`src/sv/w3f_pkg.sv`:
```
// ----------------------------------------------------------------------------
// w3f_pkg: shared types and constants of the 3x3 window image filter
// Payload structs, register indexes, mode codes and the mean reciprocal table.
// ----------------------------------------------------------------------------
package w3f_pkg;

  typedef struct packed {
    logic       kind;
    logic [7:0] pix_red;
    logic [7:0] pix_green;
    logic [7:0] pix_blue;
  } in_item_t;

  typedef struct packed {
    logic [7:0] res_red;
    logic [7:0] res_green;
    logic [7:0] res_blue;
    logic       frame_last;
  } out_item_t;

  // Window handed from the front to the back: pixel index is col*3+row.
  typedef struct packed {
    logic [8:0][23:0] pix;
    logic [8:0]       ok;
    logic             last;
  } wnd_item_t;

  typedef struct packed {
    logic [1:0]  filter_mode;
    logic [1:0]  image_kind;
    logic [10:0] image_width;
    logic [15:0] image_height;
  } cfg_regs_t;

  localparam logic [2:0] CFG_FILTER_MODE  = 3'd0;
  localparam logic [2:0] CFG_IMAGE_KIND   = 3'd1;
  localparam logic [2:0] CFG_IMAGE_WIDTH  = 3'd2;
  localparam logic [2:0] CFG_IMAGE_HEIGHT = 3'd3;

  localparam logic [1:0] MODE_MEDIAN = 2'd0;
  localparam logic [1:0] MODE_LAPLACE = 2'd1;
  localparam logic [1:0] MODE_MEAN   = 2'd2;
  localparam logic [1:0] MODE_SOBEL  = 2'd3;

  localparam logic [1:0] KIND_BITMAP = 2'd0;
  localparam logic [1:0] KIND_GRAY   = 2'd1;
  localparam logic [1:0] KIND_COLOR  = 2'd2;

  localparam logic ITEM_PIXEL = 1'b0;

  localparam int QDEPTH = 4;
  localparam int RECIP_SHIFT = 16;

  // ceil(2^16 / n); with sums below 2^12 the product shifted down is exact.
  function automatic logic [16:0] recip(input logic [3:0] n);
    logic [16:0] r;
    case (n)
      4'd1: r = 17'd65536;
      4'd2: r = 17'd32768;
      4'd3: r = 17'd21846;
      4'd4: r = 17'd16384;
      4'd5: r = 17'd13108;
      4'd6: r = 17'd10923;
      4'd7: r = 17'd9363;
      4'd8: r = 17'd8192;
      4'd9: r = 17'd7282;
      default: r = 17'd0;
    endcase
    return r;
  endfunction

endpackage

```
`src/sv/w3f_back.sv`:
```
// ----------------------------------------------------------------------------
// w3f_back: filter datapath
// Three stages: ranks and sums, selection and mean product, final choice.
// ----------------------------------------------------------------------------
module w3f_back (
  input  logic               clk,
  input  logic               rst_n,
  input  w3f_pkg::cfg_regs_t cfg,
  input  logic               q_nonempty,
  input  w3f_pkg::wnd_item_t q_head,
  output logic               q_pop,
  output logic               out_valid,
  input  logic               out_ready,
  output w3f_pkg::out_item_t out_data
);
  logic en;
  logic v1_r, v2_r, ov_r;

  logic [7:0]  val [3][9];
  logic [3:0]  rank [3][9];
  logic [3:0]  n;
  logic [11:0] sum [3];
  logic signed [11:0] lap [3], gx [3], gy [3];

  logic [7:0]  val1_r [3][9];
  logic [3:0]  rank1_r [3][9];
  logic [8:0]  ok1_r;
  logic [3:0]  n1_r;
  logic [11:0] sum1_r [3];
  logic signed [11:0] lap1_r [3], gx1_r [3], gy1_r [3];
  logic [23:0] ctr1_r, ctr2_r;
  logic        last1_r, last2_r;

  logic [7:0]  med [3], lapc [3], sobc [3];
  logic [12:0] sob_abs [3];
  logic [7:0]  med2_r [3], lap2_r [3], sob2_r [3];
  logic [28:0] prod2_r [3];
  logic [7:0]  fin [3];
  w3f_pkg::out_item_t out_nxt, out_r;

  assign en = !ov_r || out_ready;
  assign q_pop = q_nonempty && en;
  assign out_valid = ov_r;
  assign out_data = out_r;

  // Stage one: per-channel masked values, ranks, sums and gradients.
  always_comb begin
    n = '0;
    for (int i = 0; i < 9; i++) begin
      n = n + 4'(q_head.ok[i]);
    end
    for (int c = 0; c < 3; c++) begin
      for (int i = 0; i < 9; i++) begin
        val[c][i] = q_head.ok[i] ? q_head.pix[i][(2-c)*8 +: 8] : 8'd0;
      end
      // Ties are broken by position, so valid entries get distinct ranks.
      for (int i = 0; i < 9; i++) begin
        rank[c][i] = '0;
        for (int j = 0; j < 9; j++) begin
          if (j != i && q_head.ok[j] &&
              (val[c][j] < val[c][i] || (val[c][j] == val[c][i] && j < i))) begin
            rank[c][i] = rank[c][i] + 1'b1;
          end
        end
      end
      sum[c] = '0;
      for (int i = 0; i < 9; i++) begin
        sum[c] = sum[c] + 12'(val[c][i]);
      end
      lap[c] = $signed({4'd0, val[c][3]}) + $signed({4'd0, val[c][1]})
             + $signed({4'd0, val[c][7]}) + $signed({4'd0, val[c][5]})
             - $signed({2'd0, val[c][4], 2'd0});
      gy[c] = $signed({4'd0, val[c][2]}) + $signed({3'd0, val[c][5], 1'b0})
            + $signed({4'd0, val[c][8]}) - $signed({4'd0, val[c][0]})
            - $signed({3'd0, val[c][3], 1'b0}) - $signed({4'd0, val[c][6]});
      gx[c] = $signed({4'd0, val[c][6]}) + $signed({3'd0, val[c][7], 1'b0})
            + $signed({4'd0, val[c][8]}) - $signed({4'd0, val[c][0]})
            - $signed({3'd0, val[c][1], 1'b0}) - $signed({4'd0, val[c][2]});
    end
  end

  // Stage two inputs: median pick and clamps.
  always_comb begin
    for (int c = 0; c < 3; c++) begin
      med[c] = '0;
      for (int i = 0; i < 9; i++) begin
        if (ok1_r[i] && rank1_r[c][i] == (n1_r >> 1)) begin
          med[c] = val1_r[c][i];
        end
      end
      if (lap1_r[c] < 0) begin
        lapc[c] = '0;
      end else if (lap1_r[c] > 12'sd255) begin
        lapc[c] = 8'd255;
      end else begin
        lapc[c] = lap1_r[c][7:0];
      end
      sob_abs[c] = 13'(gx1_r[c] < 0 ? -gx1_r[c] : gx1_r[c])
                 + 13'(gy1_r[c] < 0 ? -gy1_r[c] : gy1_r[c]);
      sobc[c] = (sob_abs[c] > 13'd255) ? 8'd255 : sob_abs[c][7:0];
    end
  end

  always_comb begin
    for (int c = 0; c < 3; c++) begin
      case (cfg.filter_mode)
        w3f_pkg::MODE_MEDIAN:  fin[c] = med2_r[c];
        w3f_pkg::MODE_LAPLACE: fin[c] = lap2_r[c];
        w3f_pkg::MODE_MEAN:    fin[c] = prod2_r[c][w3f_pkg::RECIP_SHIFT +: 8];
        default:               fin[c] = sob2_r[c];
      endcase
    end
    out_nxt.frame_last = last2_r;
    case (cfg.image_kind)
      w3f_pkg::KIND_GRAY: begin
        out_nxt.res_red = fin[0];
        out_nxt.res_green = '0;
        out_nxt.res_blue = '0;
      end
      w3f_pkg::KIND_COLOR: begin
        out_nxt.res_red = fin[0];
        out_nxt.res_green = fin[1];
        out_nxt.res_blue = fin[2];
      end
      default: begin
        out_nxt.res_red = ctr2_r[23:16];
        out_nxt.res_green = ctr2_r[15:8];
        out_nxt.res_blue = ctr2_r[7:0];
      end
    endcase
  end

  always_ff @(posedge clk) begin
    if (en) begin
      val1_r <= val;
      rank1_r <= rank;
      ok1_r <= q_head.ok;
      n1_r <= n;
      sum1_r <= sum;
      lap1_r <= lap;
      gx1_r <= gx;
      gy1_r <= gy;
      ctr1_r <= q_head.pix[4];
      last1_r <= q_head.last;
      for (int c = 0; c < 3; c++) begin
        med2_r[c] <= med[c];
        lap2_r[c] <= lapc[c];
        sob2_r[c] <= sobc[c];
        prod2_r[c] <= 29'(sum1_r[c]) * 29'(w3f_pkg::recip(n1_r));
      end
      ctr2_r <= ctr1_r;
      last2_r <= last1_r;
      out_r <= out_nxt;
    end
  end

  always_ff @(posedge clk) begin
    if (!rst_n) begin
      v1_r <= 1'b0;
      v2_r <= 1'b0;
      ov_r <= 1'b0;
    end else if (en) begin
      v1_r <= q_nonempty;
      v2_r <= v1_r;
      ov_r <= v2_r;
    end
  end
endmodule
```
`config.mk`:
```
export PLATFORM = sky130hd
export DESIGN_NAME = w3f_back
export DESIGN_NICKNAME = d
export VERILOG_FILES = /design/src/sv/w3f_pkg.sv /design/src/sv/w3f_back.sv
export SDC_FILE = /design/constraint.sdc
export NUM_CORES = 2
export LEC_CHECK = 0
export BUFFER_PORTS_ARGS = -buffer_cell sky130_fd_sc_hd__buf_4
export CAP_MARGIN = 20
export CORE_MARGIN = 1
export CORE_UTILIZATION = 50
export DETAILED_ROUTE_END_ITERATION = 12
export PLACE_DENSITY = 0.66
export SYNTH_ARGS = -nofsm -noshare
export SYNTH_HDL_FRONTEND = slang
export SYNTH_SLANG_ARGS = --single-unit
```
`constraint.sdc`:
```
create_clock -name clk -period 27.5 [get_ports clk]
set_clock_uncertainty 0.15 [all_clocks]
set_input_delay 5.5 -clock clk [delete_from_list [all_inputs] [get_ports clk]]
set_output_delay 5.5 -clock clk [all_outputs]
set_load 0.05 [all_outputs]
```
==> flow_summary.json <==
{
  "area_growth_pct": 8.54,
  "port-buffer-count": 260,
  "end_kind": "primary output",
  "p_switching_uw": 4970,
  "pre_cts_slack_ns": 14.75,
  "static-leakage-power_uw": 0.0476,
  "min_path_type": "flop to flop",
  "grt_pass1_vias": 73442,
  "min_period_ns": 12.42,
  "io_pins": 288,
  "grt_max_degree": 175,
  "clockBufferDepth": 3,
  "critPathTopFamily": "buffers and inverters",
  "fmax_mhz": 80.5,
  "tightest_slew_ns": 1.14,
  "p_sw_frac": 0.488,
  "crit_fanout": 89,
  "hpwlAfterDp_mm": 235,
  "synth_edf_count": 652,
  "yosysWarnings": 0,
  "track_usage": 0.323,
  "synth.yosys.seq_area_share": 0.216,
  "layout_setup_ws_ns": 15.08,
  "synth.avg_cell_area_sq_um": 9.58,
  "cts_made_buffers": 81,
  "clk_pin_slew_ns": 0.06,
  "die_x_um": 431,
  "grt_pass1_wl_mm": 449,
  "cts_tree": "yes",
  "root_buffer": "clkbuf_16",
  "fin_nets": 12315,
  "synthArstFlopShare": 0,
  "grt.overflow.total": 0,
  "synth_top_cells_by_area": "edfxtp_1 (21%), ha_1 (19%), fa_1 (18%), inv_1 (5.5%), xnor2_1 (4.7%)",
  "period_share": 0.451,
  "max-slew-margin-rel": 0.235,
  "synth_top_area_share": 0.213,
  "antenna_left": 0,
  "netlist_area_sq_um": 92100,
  "critPathBufInv": 4,
  "drc": 0,
  "p_seq_frac": 0.188,
  "critPathKind": "primary input to primary output",
  "fp.dieArea_sq_um": 186000,
  "combinationalPowerShare": 0.698,
  "drt_wl_total_mm": 303,
  "synth_top_flop_cell": "edfxtp_1",
  "initial_core_util": 0.503,
  "synth_most_common_cell": "ha_1",
  "cellInternalPower_uw": 5220,
  "cts.repair.resized": 0,
  "core_area_sq_um": 183000,
  "ys_seq_elements": 670,
  "htree_levels": 3,
  "ys_types": 120,
  "tns_ns": 0,
  "required_ns": 21.85,
  "arrival_ns": 6.77,
  "clkPwrFrac": 0.114,
  "crit_path_frequent_cell": "buf_4",
  "critical-path-max-stage-delay_ns": 0.45,
  "synth_top_cells_by_count": "ha_1 (1,416), inv_1 (1,342), nand2_1 (993)",
  "synth_fp_nets": 12101,
  "drive_gt1_frac": 0.0736,
  "drt-initial-drc-count": 6469,
  "path_cells": "buf_4 -> nor2b_1 -> buf_4 -> inv_8 -> and2_1 -> buf_4",
  "vias": 73643,
  "syn_inst": 9615,
  "rsz0062_at_grt": "no",
  "synth_top_area_cell": "edfxtp_1",
  "cts_setup_buffers": 0,
  "insertion_delay_ns": 0.76,
  "finalHoldViolations": 0,
  "cts.sinks": 670,
  "slew_violations": 0,
  "first_pass_iters": 6,
  "cellPowerDensity_nw_per_um2": 102,
  "drt-vias-per-instance": 5.96,
  "cp-start-kind": "primary input",
  "gp_congestion": 1.02,
  "antenna_found_initial": 14,
  "die_h_um": 431,
  "ctsHoldBuffers": 0,
  "wl_per_cell_um": 24.5,
  "setup_viol": 0,
  "status": "complete, no violations",
  "crit_slowest_cell": "inv_8",
  "maxCapViolCount": 0,
  "rows": 157,
  "peakVddDrop_mv": 0.154
}
flip-flops by register name, summed over array words and instances (netlist names), 4 cells and up, named ones only:
signal and cells:
gy1_r 36, lap2_r 24, gx1_r 36, med2_r 24
val1_r 216, ctr1_r 24, sob2_r 24, n1_r 4
out_data 25, rank1_r 108, sum1_r 36, ctr2_r 24
lap1_r 36, prod2_r 24, ok1_r 9
final timing paths:
kind                                     startpoint                        to  slack (ns)  depth (start not counted)
worst min register to register  ctr1_r[2]$_DFFE_PN_       ctr2_r[2]$_DFFE_PN_        0.27                          0
worst max register to register                 flop  prod2_r[0][50]$_DFFE_PN_       20.41                         19
worst min-delay path            ctr1_r[2]$_DFFE_PN_       ctr2_r[2]$_DFFE_PN_        0.27                          0
worst max-delay path                      out_ready                     q_pop       15.08                          6
worst register-to-register path, cell delays in order, from the launching register on:
cell      delay (ns)
dfxtp_2         0.67
buf_4           0.38
nand2_1         0.13
fa_1            0.59
inv_1           0.06
fa_1            0.47
fa_1            0.52
fa_1            0.55
inv_1           0.05
fa_1            0.53
inv_1           0.05
ha_1            0.30
a21o_1          0.19
a21oi_1         0.17
o21ai_0         0.13
nor3_1          0.56
o21ai_0         0.46
a21oi_1         0.33
o21bai_1        0.11
xor2_1          0.43
power groups by stage:
stage          logic, uW  registers [uW]  clock network, uW
2_1_floorplan       5350            1770                  0
3_3_place_gp        6850            1920                  0
3_5_place_dp        7090            1930                  0
4_1_cts             7160            1910               1180
5_1_grt             8130            1950               1210
6_report            7110            1920               1160
stage by stage:
| stage | power, uW | cell area (sq um) | cells | hold WS [ns] | util |
|---|---|---|---|---|---|
| floorplan | 7130 | 92100 | 9615 | 0.250 | - |
| global placement | 8770 | 97100 | 12206 | 0.250 | 0.530 |
| detailed placement | 9030 | 97100 | 12206 | 0.255 | 0.530 |
| CTS | 10200 | 99900 | 12350 | 0.268 | 0.546 |
| global route | 11300 | 100000 | 12356 | 0.270 | 0.546 |
| finish | 10200 | 100000 | 12364 | 0.268 | 0.546 |
kinds of logic (layout without fill, tap and decap cells):
family | after synthesis | count (layout) | share of synthesized area
xor gates and xnor gates | 766 | 766 | 0.0753
adders and majority gates | 2225 | 2225 | 0.368
muxes | 225 | 225 | 0.0293
buffers and inverters | 1594 | 1869 | 0.0655
and+or+nand+nor | 2527 | 2527 | 0.132
other | 0 | 10 | 0
DFF | 670 | 670 | 0.216
AOI/OAI and AO/OA | 1608 | 1608 | 0.113
placed cells by master (no fill, tap or decap), types with 25 or more instances in the layout:
cell type     n
a31oi_1      33
and2_1      201
mux2i_1     132
ha_1       1416
nand3_1     183
xor2_1      248
inv_1      1340
a21oi_1     532
nor2_1      456
a21o_1      181
fa_1        809
nand2_1     993
a22o_1       30
o21ai_0     255
or2_2        40
buf_4       366
nor3_1       77
o22ai_1      28
a211oi_1     90
nand2b_1     75
xnor2_1     494
nand3b_1     30
nor3b_1      32
o21bai_1     73
clkbuf_16    81
nor2b_1     106
or3_1        35
o31ai_1      25
o211ai_1     57
o21a_1       55
nand4_1     142
mux2_2       63
a22oi_1      38
and3_1       39
edfxtp_1    652
mux4_2       28
layout make-up:
| type | instances | area (sq um) |
|---|---|---|
| Multi-Input combinational cell | 7351 | 66200 |
| Tap cell | 2464 | 3080 |
| Inverter | 1354 | 5090 |
| Fill cell | 16338 | 83100 |
| Clock buffer | 90 | 2060 |
| Antenna cell | 10 | 25.0 |
| Timing Repair Buffer | 371 | 2800 |
| Clock inverter | 54 | 769 |
| Sequential cell | 670 | 19900 |
per-layer routing:
metal	wire length (um)	up-vias	track usage
li1	-	33354	-
met1	118000	36197	0.409
met2	136000	3199	0.514
met3	27500	885	0.0646
met4	20500	8	0.191
met5	66	-	0
(Power assumes the default switching activity.)
