`src/sv/w3f_pkg.sv`:
```
// ----------------------------------------------------------------------------
// w3f_pkg: shared types and constants of the 3x3 window image filter
// Payload structs, register indexes, mode codes and the mean reciprocal table.
// ----------------------------------------------------------------------------
package w3f_pkg;

  typedef struct packed {
    logic       kind;
    logic [7:0] pix_red;
    logic [7:0] pix_green;
    logic [7:0] pix_blue;
  } in_item_t;

  typedef struct packed {
    logic [7:0] res_red;
    logic [7:0] res_green;
    logic [7:0] res_blue;
    logic       frame_last;
  } out_item_t;

  // Window handed from the front to the back: pixel index is col*3+row.
  typedef struct packed {
    logic [8:0][23:0] pix;
    logic [8:0]       ok;
    logic             last;
  } wnd_item_t;

  typedef struct packed {
    logic [1:0]  filter_mode;
    logic [1:0]  image_kind;
    logic [10:0] image_width;
    logic [15:0] image_height;
  } cfg_regs_t;

  localparam logic [2:0] CFG_FILTER_MODE  = 3'd0;
  localparam logic [2:0] CFG_IMAGE_KIND   = 3'd1;
  localparam logic [2:0] CFG_IMAGE_WIDTH  = 3'd2;
  localparam logic [2:0] CFG_IMAGE_HEIGHT = 3'd3;

  localparam logic [1:0] MODE_MEDIAN = 2'd0;
  localparam logic [1:0] MODE_LAPLACE = 2'd1;
  localparam logic [1:0] MODE_MEAN   = 2'd2;
  localparam logic [1:0] MODE_SOBEL  = 2'd3;

  localparam logic [1:0] KIND_BITMAP = 2'd0;
  localparam logic [1:0] KIND_GRAY   = 2'd1;
  localparam logic [1:0] KIND_COLOR  = 2'd2;

  localparam logic ITEM_PIXEL = 1'b0;

  localparam int QDEPTH = 4;
  localparam int RECIP_SHIFT = 16;

  // ceil(2^16 / n); with sums below 2^12 the product shifted down is exact.
  function automatic logic [16:0] recip(input logic [3:0] n);
    logic [16:0] r;
    case (n)
      4'd1: r = 17'd65536;
      4'd2: r = 17'd32768;
      4'd3: r = 17'd21846;
      4'd4: r = 17'd16384;
      4'd5: r = 17'd13108;
      4'd6: r = 17'd10923;
      4'd7: r = 17'd9363;
      4'd8: r = 17'd8192;
      4'd9: r = 17'd7282;
      default: r = 17'd0;
    endcase
    return r;
  endfunction

endpackage

```
`src/sv/w3f_queue.sv`:
```
// ----------------------------------------------------------------------------
// w3f_queue: short window queue
// Holds assembled windows between the front and the back.
// ----------------------------------------------------------------------------
module w3f_queue (
  input  logic               clk,
  input  logic               rst_n,
  input  logic               push,
  input  w3f_pkg::wnd_item_t push_data,
  output logic               full,
  input  logic               pop,
  output logic               nonempty,
  output w3f_pkg::wnd_item_t head
);
  localparam int PW = $clog2(w3f_pkg::QDEPTH);
  localparam int CNTW = $clog2(w3f_pkg::QDEPTH + 1);

  w3f_pkg::wnd_item_t mem_r [w3f_pkg::QDEPTH];
  logic [PW-1:0]   wp_r, rp_r;
  logic [CNTW-1:0] cnt_r;

  assign full = (cnt_r == CNTW'(w3f_pkg::QDEPTH));
  assign nonempty = (cnt_r != '0);
  assign head = mem_r[rp_r];

  always_ff @(posedge clk) begin
    if (push) begin
      mem_r[wp_r] <= push_data;
    end
  end

  always_ff @(posedge clk) begin
    if (!rst_n) begin
      wp_r <= '0;
      rp_r <= '0;
      cnt_r <= '0;
    end else begin
      if (push) begin
        wp_r <= wp_r + 1'b1;
      end
      if (pop) begin
        rp_r <= rp_r + 1'b1;
      end
      cnt_r <= cnt_r + CNTW'(push) - CNTW'(pop);
    end
  end
endmodule

```
`config.mk`:
```
export PLATFORM = sky130hd
export DESIGN_NAME = w3f_queue
export DESIGN_NICKNAME = d
export VERILOG_FILES = /design/src/sv/w3f_pkg.sv /design/src/sv/w3f_queue.sv
export SDC_FILE = /design/constraint.sdc
export NUM_CORES = 1
export LEC_CHECK = 0
export ABC_AREA = 1
export BUFFER_PORTS_ARGS = -buffer_cell sky130_fd_sc_hd__buf_4
export CAP_MARGIN = 25
export CORE_MARGIN = 2
export CORE_UTILIZATION = 56
export CTS_CLUSTER_SIZE = 28
export DETAILED_ROUTE_END_ITERATION = 6
export HOLD_SLACK_MARGIN = 0.05
export PLACE_DENSITY = 0.78
export SYNTH_ARGS = -nofsm -noshare
export SYNTH_HDL_FRONTEND = slang
export SYNTH_SLANG_ARGS = --single-unit
```
`constraint.sdc`:
```
create_clock -name clk -period 11.7 [get_ports clk]
set_input_delay 2.34 -clock clk [delete_from_list [all_inputs] [get_ports clk]]
set_output_delay 2.34 -clock clk [all_outputs]
set_load 0.05 [all_outputs]
```
==> results by group, run 1 <==
Hold path
  – Hold wc startpoint: rp_r[1]$_SDFFE_PN0P_
  – Min-Delay Path Class: flip-flop to flip-flop
  – Worst Hold Depth: 2

Drt
  – Drt drc: 0
  – Avg WL per Cell: 18.54 um
  – ANT nets after route: 0
  – WL final: 74660 um
  – Via count: 21430
  – Pre-antenna DRT Iters: 5
  – Detailed router's first-iteration violation count: 1748
  – Drt via density: 5.319

Worst setup path
  – Worst-path fanout max: 278
  – Setup CP Type: flip-flop to output port
  – Reg2Reg Depth: 5
  – Worst EP required: 9360 ps
  – Startpoint Class: flip-flop
  – Data arrival, critical path: 4060 ps
  – Crit end category: output port
  – Reg2reg start: wp_r[0]$_SDFFE_PN0P_

Timing
  – Final setup violation count: 0
  – Max Slew Vio Count: 0
  – Slew margin rel.: 0.1318
  – FMAX: 0.1562 GHz
  – Setup TNS Final: 0 ps
  – Min Hold Slack: 464.2 ps
  – Unrepaired setup endpoints after global routing: false
  – Final worst path period need: 6404 ps
  – Post-route clock period utilization: 0.5473
  – Fin Clk Skew: 28.57 ps
  – Final Hold Vio Count: 0
  – Slew @ Worst Pin: 1302 ps

Global route
  – Initial antenna violation count: 12
  – Global route hottest layer: met2
  – First-pass GRT wire length: 113600 um
  – GRT met2 Usage: 0.3886
  – Met1 usage: 0.2556
  – Aggregate global routing overflow: 0
  – Met3 usage: 0.05428
  – Gr usage total: 0.2201
  – Vias in the first global route: 21450
  – Pin count of the biggest net entering global routing: 286

Synthesis
  – Syn. warnings: 0
  – Synth cell types: 18
  – Cell accounting for the most synthesized area: edfxtp_1
  – Post-synthesis register bit count: 913
  – Register area share after synthesis: 0.7600
  – Mean Syn Cell Area: 13.36 um^2
  – Largest cells by area after synthesis: edfxtp_1, inv_1, nand2_1, o211ai_1, a21oi_1
  – Syn nets: 2929
  – Mapped Cells: approximately 2700
  – Post-synth top area share: 0.7550
  – Syn Std Cell Area: 0.03595 mm^2

Layout
  – Area Growth Syn to Fin: 17.83%
  – Commonest non-fill, non-tap cell in the layout: edfxtp_1
  – Nets: 3340
  – FILL cells: 4218
  – Fraction of layout cells with a size suffix above 1: 0.1879
  – Most frequent cells in the layout: edfxtp_1, buf_4, inv_1, nand2_1, a21oi_1

Clock tree
  – Clock Sinks: 913
  – Clock transition at path regs: ~60 ps
  – Postcts setup bufs: 0
  – Post-CTS Hold Fix Bufs: 0
  – Max H-tree Level: 3
  – CTS tree: built
  – Root buf cell: clkbuf_16
  – Worst skew pair latency: 620 ps
  – Clock Tree Buf Depth: 3
  – CTS resizes: 0
  – CTS Buf Count: approximately 90

Floorplan
  – Initial Util: 0.5679
  – Die H: 257.4 um
  – # rows: between 90 and 100
  – Total die area: 0.06625 mm^2
  – Core ar.: around 0.063 mm^2
  – Die X: 257.4 um
  – # IOs: 458

Place
  – Dpl hpwl: 43970 um
  – Port Buf Inserts: about 460
  – GPL Wtd Cong: 0.7648

Status
  – Outcome: finished, final reports clean

Pwr
  – Pwr Density: 177.2 mW/mm^2
  – P_leak: 16.35 nW
  – Worst VDD drop: between 0.15 and 0.2 mV

Job
  – Max-Cap Viols: 0
sequential cells by signal, indices dropped and copies added, names as in the netlist, named ones only:
| name | flops |
|---|---|
| wp_r | 2 |
| rp_r | 2 |
| cnt_r | 3 |
| mem_r | 904 |
per-stage QoR:
| step | power [mW] | setup WS, ps | cells | util | cell area [um^2] |
|---|---|---|---|---|---|
| 6_report | 7.508 | 5296 | 4028 | 0.6692 | 42360 |
| 5_1_grt | 7.762 | 5011 | 4027 | 0.6691 | 42360 |
| 4_1_cts | 7.559 | 5318 | 4018 | 0.6688 | 42340 |
| 3_5_place_dp | 4.936 | 6054 | 3859 | 0.6261 | 39640 |
| 3_3_place_gp | 4.902 | 6230 | 3859 | 0.6261 | 39640 |
| 2_1_floorplan | 4.593 | 4413 | 2692 | - | 35950 |
cell usage after synthesis (all sizes together):
cell	count
buf	130
a21oi	232
ha	6
edfxtp	904
nand3	2
o21ai	230
nand2	462
inv	467
fa	1
clkbuf	21
o211ai	226
dfxtp	9
nor2	2
area by class of cell:
| class | count | area [um^2] | area share |
|---|---|---|---|
| diodes | 10 | 25.02 | 0.0005907 |
| clock buffers | 121 | 2379 | 0.05614 |
| clock inverters | 38 | 321.6 | 0.007590 |
| inverters | 467 | 1783 | 0.04209 |
| multi-input cells | 1161 | 5871 | 0.1386 |
| flip-flops and latches | 913 | 27330 | 0.6452 |
| well taps | 846 | 1059 | 0.02499 |
| repair buffers | 472 | 3593 | 0.08482 |
metal layers:
layer	routed length, um	vias to the layer above	share of wire
met5	18	-	0.00024
met4	2718	2	0.036
met3	5332	147	0.071
met2	38850	631	0.52
li1	-	10220	-
met1	27740	10430	0.37
final timing paths:
check | slack, ps | to
setup reg to reg | 8930 | mem_r[2][108]$_DFFE_PP_
setup / recovery | 5300 | head[145]
hold reg to reg | 460 | flip-flop
hold / removal | 460 | flip-flop
worst max-delay path, cell delays in order (launching register included):
cell and delay (ps):
dfxtp_4 970, buf_4 800, buf_12 760, a21oi_1 210, o21ai_0 170, nand2_1 110
buf_4 210
kinds of logic (layout without fill, tap and decap cells):
group	after synthesis	after routing	synth area share
other	0	10	0
AND/OR/NAND/NOR	466	466	0.04872
flip-flops	913	913	0.7600
AO/OA/AOI/OAI	688	688	0.1119
buffers and inverters	618	1098	0.07670
adder cells (fa/ha/maj)	7	7	0.002645
power breakdown:
group / internal, mW / total [mW] / leakage [nW] / switching, mW
Sequential: 3.75 / 3.79 / 8.38 / 0.0396
Clock: 1.49 / 2.64 / 1.31 / 1.15
Combinational: 0.291 / 1.08 / 6.66 / 0.790
Total: 5.53 / 7.51 / 16.3 / 1.98
(Power assumes the default switching activity.)
==> inputs of run 2 (changes only) <==
--- a/config.mk
+++ b/config.mk
@@ -5,15 +5,15 @@
 export SDC_FILE = /design/constraint.sdc
 export NUM_CORES = 1
 export LEC_CHECK = 0
-export ABC_AREA = 1
+export ABC_AREA = 0
 export BUFFER_PORTS_ARGS = -buffer_cell sky130_fd_sc_hd__buf_4
 export CAP_MARGIN = 25
 export CORE_MARGIN = 2
-export CORE_UTILIZATION = 56
+export CORE_UTILIZATION = 51
 export CTS_CLUSTER_SIZE = 28
 export DETAILED_ROUTE_END_ITERATION = 6
 export HOLD_SLACK_MARGIN = 0.05
-export PLACE_DENSITY = 0.78
+export PLACE_DENSITY = 0.75
 export SYNTH_ARGS = -nofsm -noshare
 export SYNTH_HDL_FRONTEND = slang
 export SYNTH_SLANG_ARGS = --single-unit
==> constraint.sdc (replaced) <==
create_clock -name clk -period 5.57 [get_ports clk]
set_input_delay 1.114 -clock clk [delete_from_list [all_inputs] [get_ports clk]]
set_output_delay 1.114 -clock clk [all_outputs]
set_load 0.05 [all_outputs]
==> results by group, run 2 <==
Clock tree
  – Post-CTS Hold Fix Bufs: 0
  – Postcts setup bufs: 0
  – Worst skew pair latency: 620 ps
  – CTS Buf Count: 89
  – CTS resizes: 0
  – Clock Sinks: 913
  – CTS tree: built
  – Root buf cell: clkbuf_16
  – Clock transition at path regs: 60 ps
  – Max H-tree Level: 3
  – Clock Tree Buf Depth: 3

Floorplan
  – Die X: ~260 um
  – Initial Util: 0.5142
  – # rows: 93
  – Total die area: 0.06681 mm^2
  – Die H: ~260 um
  – # IOs: 458
  – Core ar.: between 0.06 and 0.07 mm^2

Layout
  – Nets: 1983
  – Fraction of layout cells with a size suffix above 1: 0.4636
  – Multi-input gate area: between 0.005 and 0.006 mm^2
  – FILL cells: 4210
  – Most frequent cells in the layout: edfxtp_1, buf_4, mux4_2, clkbuf_16, clkinv_1
  – Number of non-filler instances in the completed layout: 2669
  – Max FFs per register: 904
  – Regs by FF count: mem_r x904, cnt_r x3
  – Seq. cell area: 0.02733 mm^2
  – Area Growth Syn to Fin: 22.14%
  – Biggest register: mem_r
  – Commonest non-fill, non-tap cell in the layout: edfxtp_1

Place
  – Dpl cells: between 2000 and 3000
  – Placement Setup Slack: 2042 ps
  – GPL Wtd Cong: 0.7428
  – Port Buf Inserts: around 460
  – Dpl hpwl: slightly below 40000 um

Synthesis
  – Syn nets: 1460
  – Syn Std Cell Area: 0.03303 mm^2
  – Post-synth top area share: 0.8219
  – Simple-gate share of the synthesized area: 0.002311
  – Post-synthesis compound-gate area fraction: 0.0004546
  – Synth Area in Adders: 0.002879
  – Mux contribution to synthesized area: 0.1544
  – Synth cell types: 20
  – Synth Area in XOR/XNOR: 0.001250
  – Cell accounting for the most synthesized area: edfxtp_1
  – EDFF count, synth: roughly 900
  – Syn. warnings: 0
  – Most common cell in the netlist: edfxtp_1
  – Register area share after synthesis: 0.8274
  – Top cells by count, synth: edfxtp_1, mux4_2, buf_2
  – Mapped Cells: 1223
  – Largest family of logic cells by synthesized area: multiplexers
  – Asr flop ratio synth: 0
  – Mean Syn Cell Area: between 20 and 30 um^2
  – Post-synthesis register bit count: 913
  – Largest cells by area after synthesis: edfxtp_1, mux4_2, buf_6, dfxtp_1, buf_2
  – Synth Flop Type: edfxtp_1

Worst setup path
  – Crit path buf inv count: 2
  – Startpoint Class: flip-flop
  – Data arrival, critical path: 2770 ps
  – Worst EP required: 4460 ps
  – Crit path cell chain: buf_4 > mux4_2 > buf_4
  – Crit path top cell by count: buf_4
  – CP top delay family: flip-flops
  – Worst-path fanout max: 57
  – Crit end category: output port
  – Critical Path Max Stage Delay: roughly 960 ps
  – Setup CP Type: flip-flop to output port
  – Worst path slowest cell: dfxtp_4

Timing
  – FMAX: 0.2576 GHz
  – Final setup violation count: 0
  – Final Hold Vio Count: 0
  – Post-route clock period utilization: 0.6971
  – Final worst path period need: 3883 ps
  – Max Slew Vio Count: 0
  – Slew @ Worst Pin: 949.6 ps
  – Slew margin rel.: 0.3669
  – Unrepaired setup endpoints after global routing: false
  – Setup TNS Final: 0 ps
  – Fin Clk Skew: approximately 24 ps
  – Setup WS post-layout: 1687 ps

Global route
  – Initial antenna violation count: 9
  – Vias in the first global route: around 16000
  – Aggregate global routing overflow: 0
  – Pin count of the biggest net entering global routing: 116
  – First-pass GRT wire length: 96480 um
  – Gr usage total: 0.1941

Pwr
  – Total power: 16.00 mW
  – Worst VDD drop: between 0.3 and 0.4 mV
  – Pwr Density: 396.6 mW/mm^2
  – P_leak: 13.49 nW

Hold path
  – Min-Delay Path Class: flip-flop to flip-flop

Drt
  – Detailed router's first-iteration violation count: 939
  – Drt via density: 5.556
  – Via count: 14830
  – Avg WL per Cell: 24.55 um
  – WL final: 65520 um
  – ANT nets after route: 0
  – Drt drc: 0
  – Pre-antenna DRT Iters: 7

Job
  – Max-Cap Viols: 0

Status
  – Outcome: finished, final reports clean
run 2: through the flow:
stage          hold WS [ps]  utilization  area [um^2]
6_report              529.4       0.6280        40340
5_1_grt               544.9       0.6280        40330
4_1_cts               526.5       0.6276        40310
3_5_place_dp          524.0       0.5847        37550
3_3_place_gp          503.3       0.5847        37550
2_1_floorplan         499.3            -        33030
run 2: worst min-delay path: cells and delay by family (launching register included):
kind | cells | cell delay, ps
AO/OA/AOI/OAI | 1 | 70
flip-flops | 1 | 330
AND/OR/NAND/NOR | 1 | 90
run 2: final cells by class:
class	instances	share of cell area
Inverter	7	0.0006513
Clock inverter	54	0.01141
Clock buffer	103	0.05704
Sequential cell	913	0.6776
Antenna cell	2	0.0001241
Tap cell	855	0.02652
Multi-Input combinational cell	253	0.1323
Timing Repair Buffer	482	0.09435
run 2: power breakdown:
part / switching (mW) / internal (mW)
Sequential: 0.0926 / 7.90
Combinational: 1.53 / 0.829
Clock: 2.43 / 3.20
Total: 4.06 / 11.9
run 2: kinds of logic after synthesis:
family	after synthesis
multiplexers	227
flip-flops	913
adder cells (fa/ha/maj)	7
AND/OR/NAND/NOR	14
AO/OA/AOI/OAI	2
buffers and inverters	57
XOR/XNOR	3
run 2: final timing paths:
kind / start / to / slack, ps / cells after the start
worst min-delay path: rp_r[0]$_SDFFE_PN0P_ / flip-flop / 530 / 2
worst max-delay path: flip-flop / head[25] / 1690 / 3
worst min register to register: rp_r[0]$_SDFFE_PN0P_ / flip-flop / 530 / 2
worst max register to register: wp_r[0]$_SDFFE_PN0P_ / mem_r[2][191]$_DFFE_PP_ / 3240 / 4
run 2: layer usage:
layer	global-route usage	up-vias	part of all wire
met4	0.05523	12	0.019
met1	0.2432	7877	0.37
li1	-	6352	-
met2	0.3204	496	0.51
met5	0	-	0.0011
met3	0.07189	92	0.094
